**src/rtl/core/kjss_pkg.sv**
```systemverilog
// ----------------------------------------------------------------------------
// kjss_pkg
// Shared constants and helpers of the flow spread sketch: hash constants,
// register map, estimator constants and the small-range table.
// ----------------------------------------------------------------------------
package kjss_pkg;

	localparam int ROW_COUNT_DEF    = 3;
	localparam int COLUMN_COUNT_DEF = 1024;
	localparam int REGS_PER_CTR     = 16;
	localparam int REG_W            = 5;
	localparam int WORD_W           = REGS_PER_CTR * REG_W;

	localparam logic [31:0] MM_C1  = 32'hcc9e2d51;
	localparam logic [31:0] MM_C2  = 32'h1b873593;
	localparam logic [31:0] MM_C3  = 32'h85ebca6b;
	localparam logic [31:0] MM_C4  = 32'hc2b2ae35;
	localparam logic [31:0] MM_ADD = 32'he6546b64;
	localparam logic [31:0] MM_LEN = 32'd4;

	// register map, index = paddr[3:2]
	localparam logic [1:0] REG_ROW0_SEED = 2'd0;
	localparam logic [1:0] REG_ROW1_SEED = 2'd1;
	localparam logic [1:0] REG_ROW2_SEED = 2'd2;
	localparam logic [1:0] REG_ELEM_SEED = 2'd3;

	localparam int SUM_W = 34;
	localparam int NUM_W = 53;
	// alpha(Q16) * m * m * 2^29
	localparam logic [NUM_W-1:0] EST_NUM   = 53'd44106 << 37;
	// 2.5 * m in Q16
	localparam logic [NUM_W-1:0] EST_SMALL = 53'd2621440;

	function automatic logic [5:0] small_range(input logic [4:0] zeros);
		logic [5:0] v;
		case (zeros)
			5'd0:    v = 6'd44;
			5'd1:    v = 6'd44;
			5'd2:    v = 6'd33;
			5'd3:    v = 6'd26;
			5'd4:    v = 6'd22;
			5'd5:    v = 6'd18;
			5'd6:    v = 6'd15;
			5'd7:    v = 6'd13;
			5'd8:    v = 6'd11;
			5'd9:    v = 6'd9;
			5'd10:   v = 6'd7;
			5'd11:   v = 6'd5;
			5'd12:   v = 6'd4;
			5'd13:   v = 6'd3;
			5'd14:   v = 6'd2;
			5'd15:   v = 6'd1;
			default: v = 6'd0;
		endcase
		return v;
	endfunction

endpackage

```
**src/rtl/core/kjss_hash.sv**
```systemverilog
// ----------------------------------------------------------------------------
// kjss_hash
// Murmur3 of one 32-bit word over five multiply steps on one shared
// multiplier, then the hash reduced modulo the column count by a reciprocal
// multiply and one compare and subtract.
// ----------------------------------------------------------------------------
module kjss_hash #(
	parameter int COLUMN_COUNT = kjss_pkg::COLUMN_COUNT_DEF,
	parameter int CW           = $clog2(COLUMN_COUNT)
) (
	input  logic          clk,
	input  logic          arst_n,
	input  logic          go,
	input  logic [31:0]   word,
	input  logic [31:0]   seed,
	output logic          done,
	output logic [31:0]   hash,
	output logic [CW-1:0] column
);

	// floor(2^(31+CW) / COLUMN_COUNT) fits 32 bits and leaves the quotient
	// estimate at most one below the true quotient
	localparam int          SH     = 31 + CW;
	localparam logic [31:0] RECIP  = 32'((64'd1 << SH) / 64'(COLUMN_COUNT));
	localparam logic [31:0] COLS32 = 32'(COLUMN_COUNT);

	logic [31:0]   x_q;
	logic [31:0]   seed_q;
	logic [31:0]   quo_q;
	logic [2:0]    cnt_q;
	logic          done_q;
	logic [CW-1:0] rem_q;

	logic [31:0] mul_a;
	logic [31:0] mul_b;
	logic [63:0] prod;
	logic [31:0] hx;
	logic [31:0] x_next;
	logic [31:0] diff;

	always_comb begin
		hx = x_q ^ seed_q;
		case (cnt_q)
			3'd1: begin
				mul_a = x_q;
				mul_b = kjss_pkg::MM_C1;
			end
			3'd2: begin
				mul_a = {x_q[16:0], x_q[31:17]};
				mul_b = kjss_pkg::MM_C2;
			end
			3'd3: begin
				mul_a = {hx[18:0], hx[31:19]};
				mul_b = 32'd5;
			end
			3'd4: begin
				mul_a = x_q ^ (x_q >> 16);
				mul_b = kjss_pkg::MM_C3;
			end
			3'd5: begin
				mul_a = x_q ^ (x_q >> 13);
				mul_b = kjss_pkg::MM_C4;
			end
			3'd6: begin
				mul_a = hash;
				mul_b = RECIP;
			end
			3'd7: begin
				mul_a = quo_q;
				mul_b = COLS32;
			end
			default: begin
				mul_a = '0;
				mul_b = '0;
			end
		endcase
		prod   = 64'(mul_a) * 64'(mul_b);
		x_next = (cnt_q == 3'd3) ?
			((prod[31:0] + kjss_pkg::MM_ADD) ^ kjss_pkg::MM_LEN) : prod[31:0];
		diff   = hash - prod[31:0];
	end

	assign hash = x_q ^ (x_q >> 16);

	always_ff @(posedge clk or negedge arst_n) begin
		if (!arst_n) begin
			cnt_q  <= '0;
			done_q <= 1'b0;
		end else if (go) begin
			cnt_q  <= 3'd1;
			done_q <= 1'b0;
		end else if (cnt_q == 3'd7) begin
			cnt_q  <= '0;
			done_q <= 1'b1;
		end else if (cnt_q != 3'd0) begin
			cnt_q <= cnt_q + 3'd1;
		end
	end

	always_ff @(posedge clk) begin
		if (go) begin
			x_q    <= word;
			seed_q <= seed;
		end else if (cnt_q >= 3'd1 && cnt_q <= 3'd5) begin
			x_q <= x_next;
		end else if (cnt_q == 3'd6) begin
			quo_q <= 32'(prod >> SH);
		end else if (cnt_q == 3'd7) begin
			// remainder lies below twice the column count
			if (diff >= COLS32)
				rem_q <= CW'(diff - COLS32);
			else
				rem_q <= CW'(diff);
		end
	end

	assign done   = done_q;
	assign column = rem_q;

endmodule

```
**config.mk**
```make
export PLATFORM = sky130hd
export DESIGN_NAME = kjss_hash
export DESIGN_NICKNAME = d
export VERILOG_FILES = /design/src/rtl/core/kjss_pkg.sv /design/src/rtl/core/kjss_hash.sv
export SDC_FILE = /design/constraint.sdc
export NUM_CORES = 2
export LEC_CHECK = 0
export ABC_AREA = 1
export BUFFER_PORTS_ARGS = -buffer_cell sky130_fd_sc_hd__clkbuf_2
export CORE_ASPECT_RATIO = 1.2
export CORE_MARGIN = 5
export CORE_UTILIZATION = 50
export CTS_CLUSTER_DIAMETER = 80
export DETAILED_ROUTE_END_ITERATION = 16
export HOLD_SLACK_MARGIN = 0.02
export MAX_ROUTING_LAYER = met4
export PLACE_DENSITY = 0.63
export SLEW_MARGIN = 20
export SYNTH_ARGS = -nofsm -noshare
export SYNTH_HDL_FRONTEND = slang
export SYNTH_SLANG_ARGS = --single-unit
```
**constraint.sdc**
```tcl
create_clock -name clk -period 9.2 [get_ports clk]
set_clock_uncertainty 0.05 [all_clocks]
set_input_delay 0.92 -clock clk [delete_from_list [all_inputs] [get_ports clk]]
set_output_delay 0.92 -clock clk [all_outputs]
set_load 0.005 [all_outputs]
```
==> results.json <==
{
  "status": "finished, final reports clean",
  "endpoint_kind": "register",
  "worstMarginPinSlew_ps": 929.6,
  "hold_buffers": 0,
  "finalCritPeriodShare_pct": 97.05,
  "syn-num-nets": 5723,
  "layout_commonest_cell": "inv_1",
  "postLayoutCoreUtil_pct": 56.71,
  "finalSetupViolCount": 0,
  "fin_crit_ps": 8928,
  "layout_common_cells": "inv_1 (1332), fa_1 (852), nand2_1 (811)",
  "fin_area_um2": 42460,
  "num_antenna_cells": 0,
  "synth_warnings": 0,
  "ant_nets": 0,
  "routed.top_layer": "met4",
  "cts.reportedPaths.clkPinSlew_ps": 80,
  "slew_violations": 0,
  "crit_fanout": 10,
  "hold_class": "primary input to async pin",
  "drc_errors": 0,
  "hpwl_um": 135100,
  "io_buffers": 109,
  "syn_area_um2": 37620,
  "max_slew_margin_pct": 37.79,
  "wl_met2_um": 72780,
  "track_usage_pct": 38.10,
  "worstPathRequired_ps": 9270,
  "dieHeight_um": 310.5,
  "critPathMaxStageDelay_ps": 620,
  "synthArstFlopShare_pct": 3.960,
  "hold_viol_final": 0,
  "detail_route.wl_per_cell_um": 25.32,
  "viasPerCell": 5.228,
  "initialDrtViolationCount": 2302,
  "grt_overflow": 0,
  "grt_max_degree": 69,
  "wl_met1_um": 53700,
  "synth_edf_count": 97,
  "synth-seq-cells": 101,
  "antenna_found_initial": 0,
  "cts_buffers": 9,
  "pre_cts_slack_ps": -90.14,
  "die_area_um2": 80860,
  "cts_sinks": 101,
  "synth.area.top_cells": "fa_1 (45%), inv_1 (13%), ha_1 (11%), nand2_1 (8.2%), edfxtp_1 (7.7%)",
  "rsz0062_at_grt": "yes",
  "grt_first_pass_wirelength_um": 216000,
  "fp-row-count": 110,
  "io_pins": 110,
  "die_w_um": 260.4,
  "synthCells": 4481,
  "setup_ws_ps": 271.7,
  "clock-root-buffer": "clkbuf_16",
  "dr_total_vias": 30703,
  "cap_violations": 0,
  "synthFlopType": "edfxtp_1",
  "routed_wl_um": 148700,
  "yosys.area.top_type_share_pct": 45.49,
  "cts_tree": "yes",
  "synth.avg_cell_area_um2": 8.397,
  "ys_types": 51,
  "drive_gt1_share_pct": 13.28,
  "nNetsFinal": 6102,
  "critPathSlowestCell": "fa_1",
  "drt_pass1_iterations": 6,
  "yosysSeqAreaShare_pct": 8.008,
  "start_util_pct": 50.25,
  "routed-wl-met3_um": 7400,
  "coreArea_um2": 74870,
  "synth_top_cell_by_area": "fa_1",
  "path_class": "register to register",
  "timing.fmax_mhz": 112.0,
  "critPathLaunchType": "register",
  "insertion_delay_ps": 370,
  "worstPathArrival_ps": 9000,
  "area_growth_pct": 12.85,
  "gp_congestion": 1.060,
  "critPathMostFrequentCell": "inv_1",
  "nFillCells": 7279,
  "cts_max_level": 3,
  "place_area_um2": 41770,
  "grt_pass1_vias": 32957,
  "clk_path_buf_depth": 2
}
## metrics by stage
step                      hold WS, ps  setup TNS (ps)  std cells
after floorplan                 433.1               0       4481
after global placement          464.8          -50.91       5851
after detailed placement        466.0          -488.9       5851
after CTS                       313.0               0       5867
after global routing            310.0          -35.88       5873
final                           317.0               0       5873
## logic make-up (layout without fill, tap and decap cells)
logic type               count (synthesis)  after routing  share of synthesized area [%]
AO/OA/AOI/OAI                          305            305                          4.682
flip-flops                             101            101                          8.008
adder cells (fa/ha/maj)               1175           1175                          56.13
AND/OR/NAND/NOR                       1350           1350                          14.37
XOR/XNOR                                77             77                          1.812
buffers and inverters                 1473           1857                          15.00
## critical path: cells and delay by family, from the launching register on
| family | cells | cell delay [ps] |
|---|---|---|
| fa+ha+maj | 10 | 4830 |
| buf+inv | 13 | 1390 |
| compound gates | 7 | 1220 |
| simple gates | 6 | 660 |
| flops | 1 | 450 |
| xor+xnor | 1 | 80 |
## area by class of cell
cell class	count	area (µm²)	area share (%)
clock buffers	9	225.2	0.5304
inverters	1374	5177	12.19
flip-flops and latches	101	3014	7.099
well taps	1008	1261	2.970
clock inverters	7	80.08	0.1886
repair buffers	467	3428	8.074
multi-input cells	2907	29270	68.94
## timing repair
action | 4_1_cts | 5_1_grt
gates resized for setup | 2 | 108
buffers inserted | 0 | 6
endpoints found under the setup margin | 15 | 42
pin swaps | 0 | 5
## Yosys cell counts, types with 2 or more instances
cell type / number
inv_1: 1340
fa_1: 855
nand2_1: 826
nor2_1: 363
ha_1: 320
a21oi_1: 127
edfxtp_1: 97
o21ai_0: 86
nand3_1: 84
xor2_1: 57
clkbuf_1: 44
buf_2: 28
buf_4: 21
inv_2: 20
a211oi_1: 19
xnor2_1: 19
nand4_1: 18
nand2_2: 17
o22ai_1: 15
clkinv_1: 14
nor2_2: 13
o221ai_1: 13
a31oi_1: 10
nand3_2: 8
nor3_1: 8
o21ai_1: 7
buf_1: 6
o21a_1: 6
a221oi_1: 4
and2_1: 4
dfrtp_1: 4
a31o_2: 2
nand3b_1: 2
nor2_4: 2
nor4_1: 2
o2111ai_1: 2
o211ai_1: 2
o221a_2: 2
o31ai_1: 2
## worst paths after layout
kind	startpoint	endpoint	slack, ps	cells past startpoint
max in group asynchronous	arst_n	cnt_q[0]$_DFFE_PN0P_	8600	1
min in group clk	done$_DFFE_PN0P_	done$_DFFE_PN0P_	480	2
max	cnt_q[0]$_DFFE_PN0P_	quo_q[16]$_DFFE_PP_	270	37
min reg2reg	done$_DFFE_PN0P_	done$_DFFE_PN0P_	480	2
max reg2reg	cnt_q[0]$_DFFE_PN0P_	quo_q[16]$_DFFE_PP_	270	37
min	arst_n	done$_DFFE_PN0P_	320	1
## sequential cells by signal (all words and copies together), names as in the netlist
| register | count |
|---|---|
| cnt_q | 3 |
| x_q | 32 |
| done | 1 |
| column | 10 |
| seed_q | 32 |
| quo_q | 23 |
## metal layers
metal  up-vias  track usage (%)
met4         0            27.42
met5         -                -
met1     15239            44.08
met3       438            3.305
li1      13805                -
met2      1221            62.30
Power is left out: the tool's default activity adds up to more than one toggle a clock period on the data nets, which glitch-free logic cannot reach.
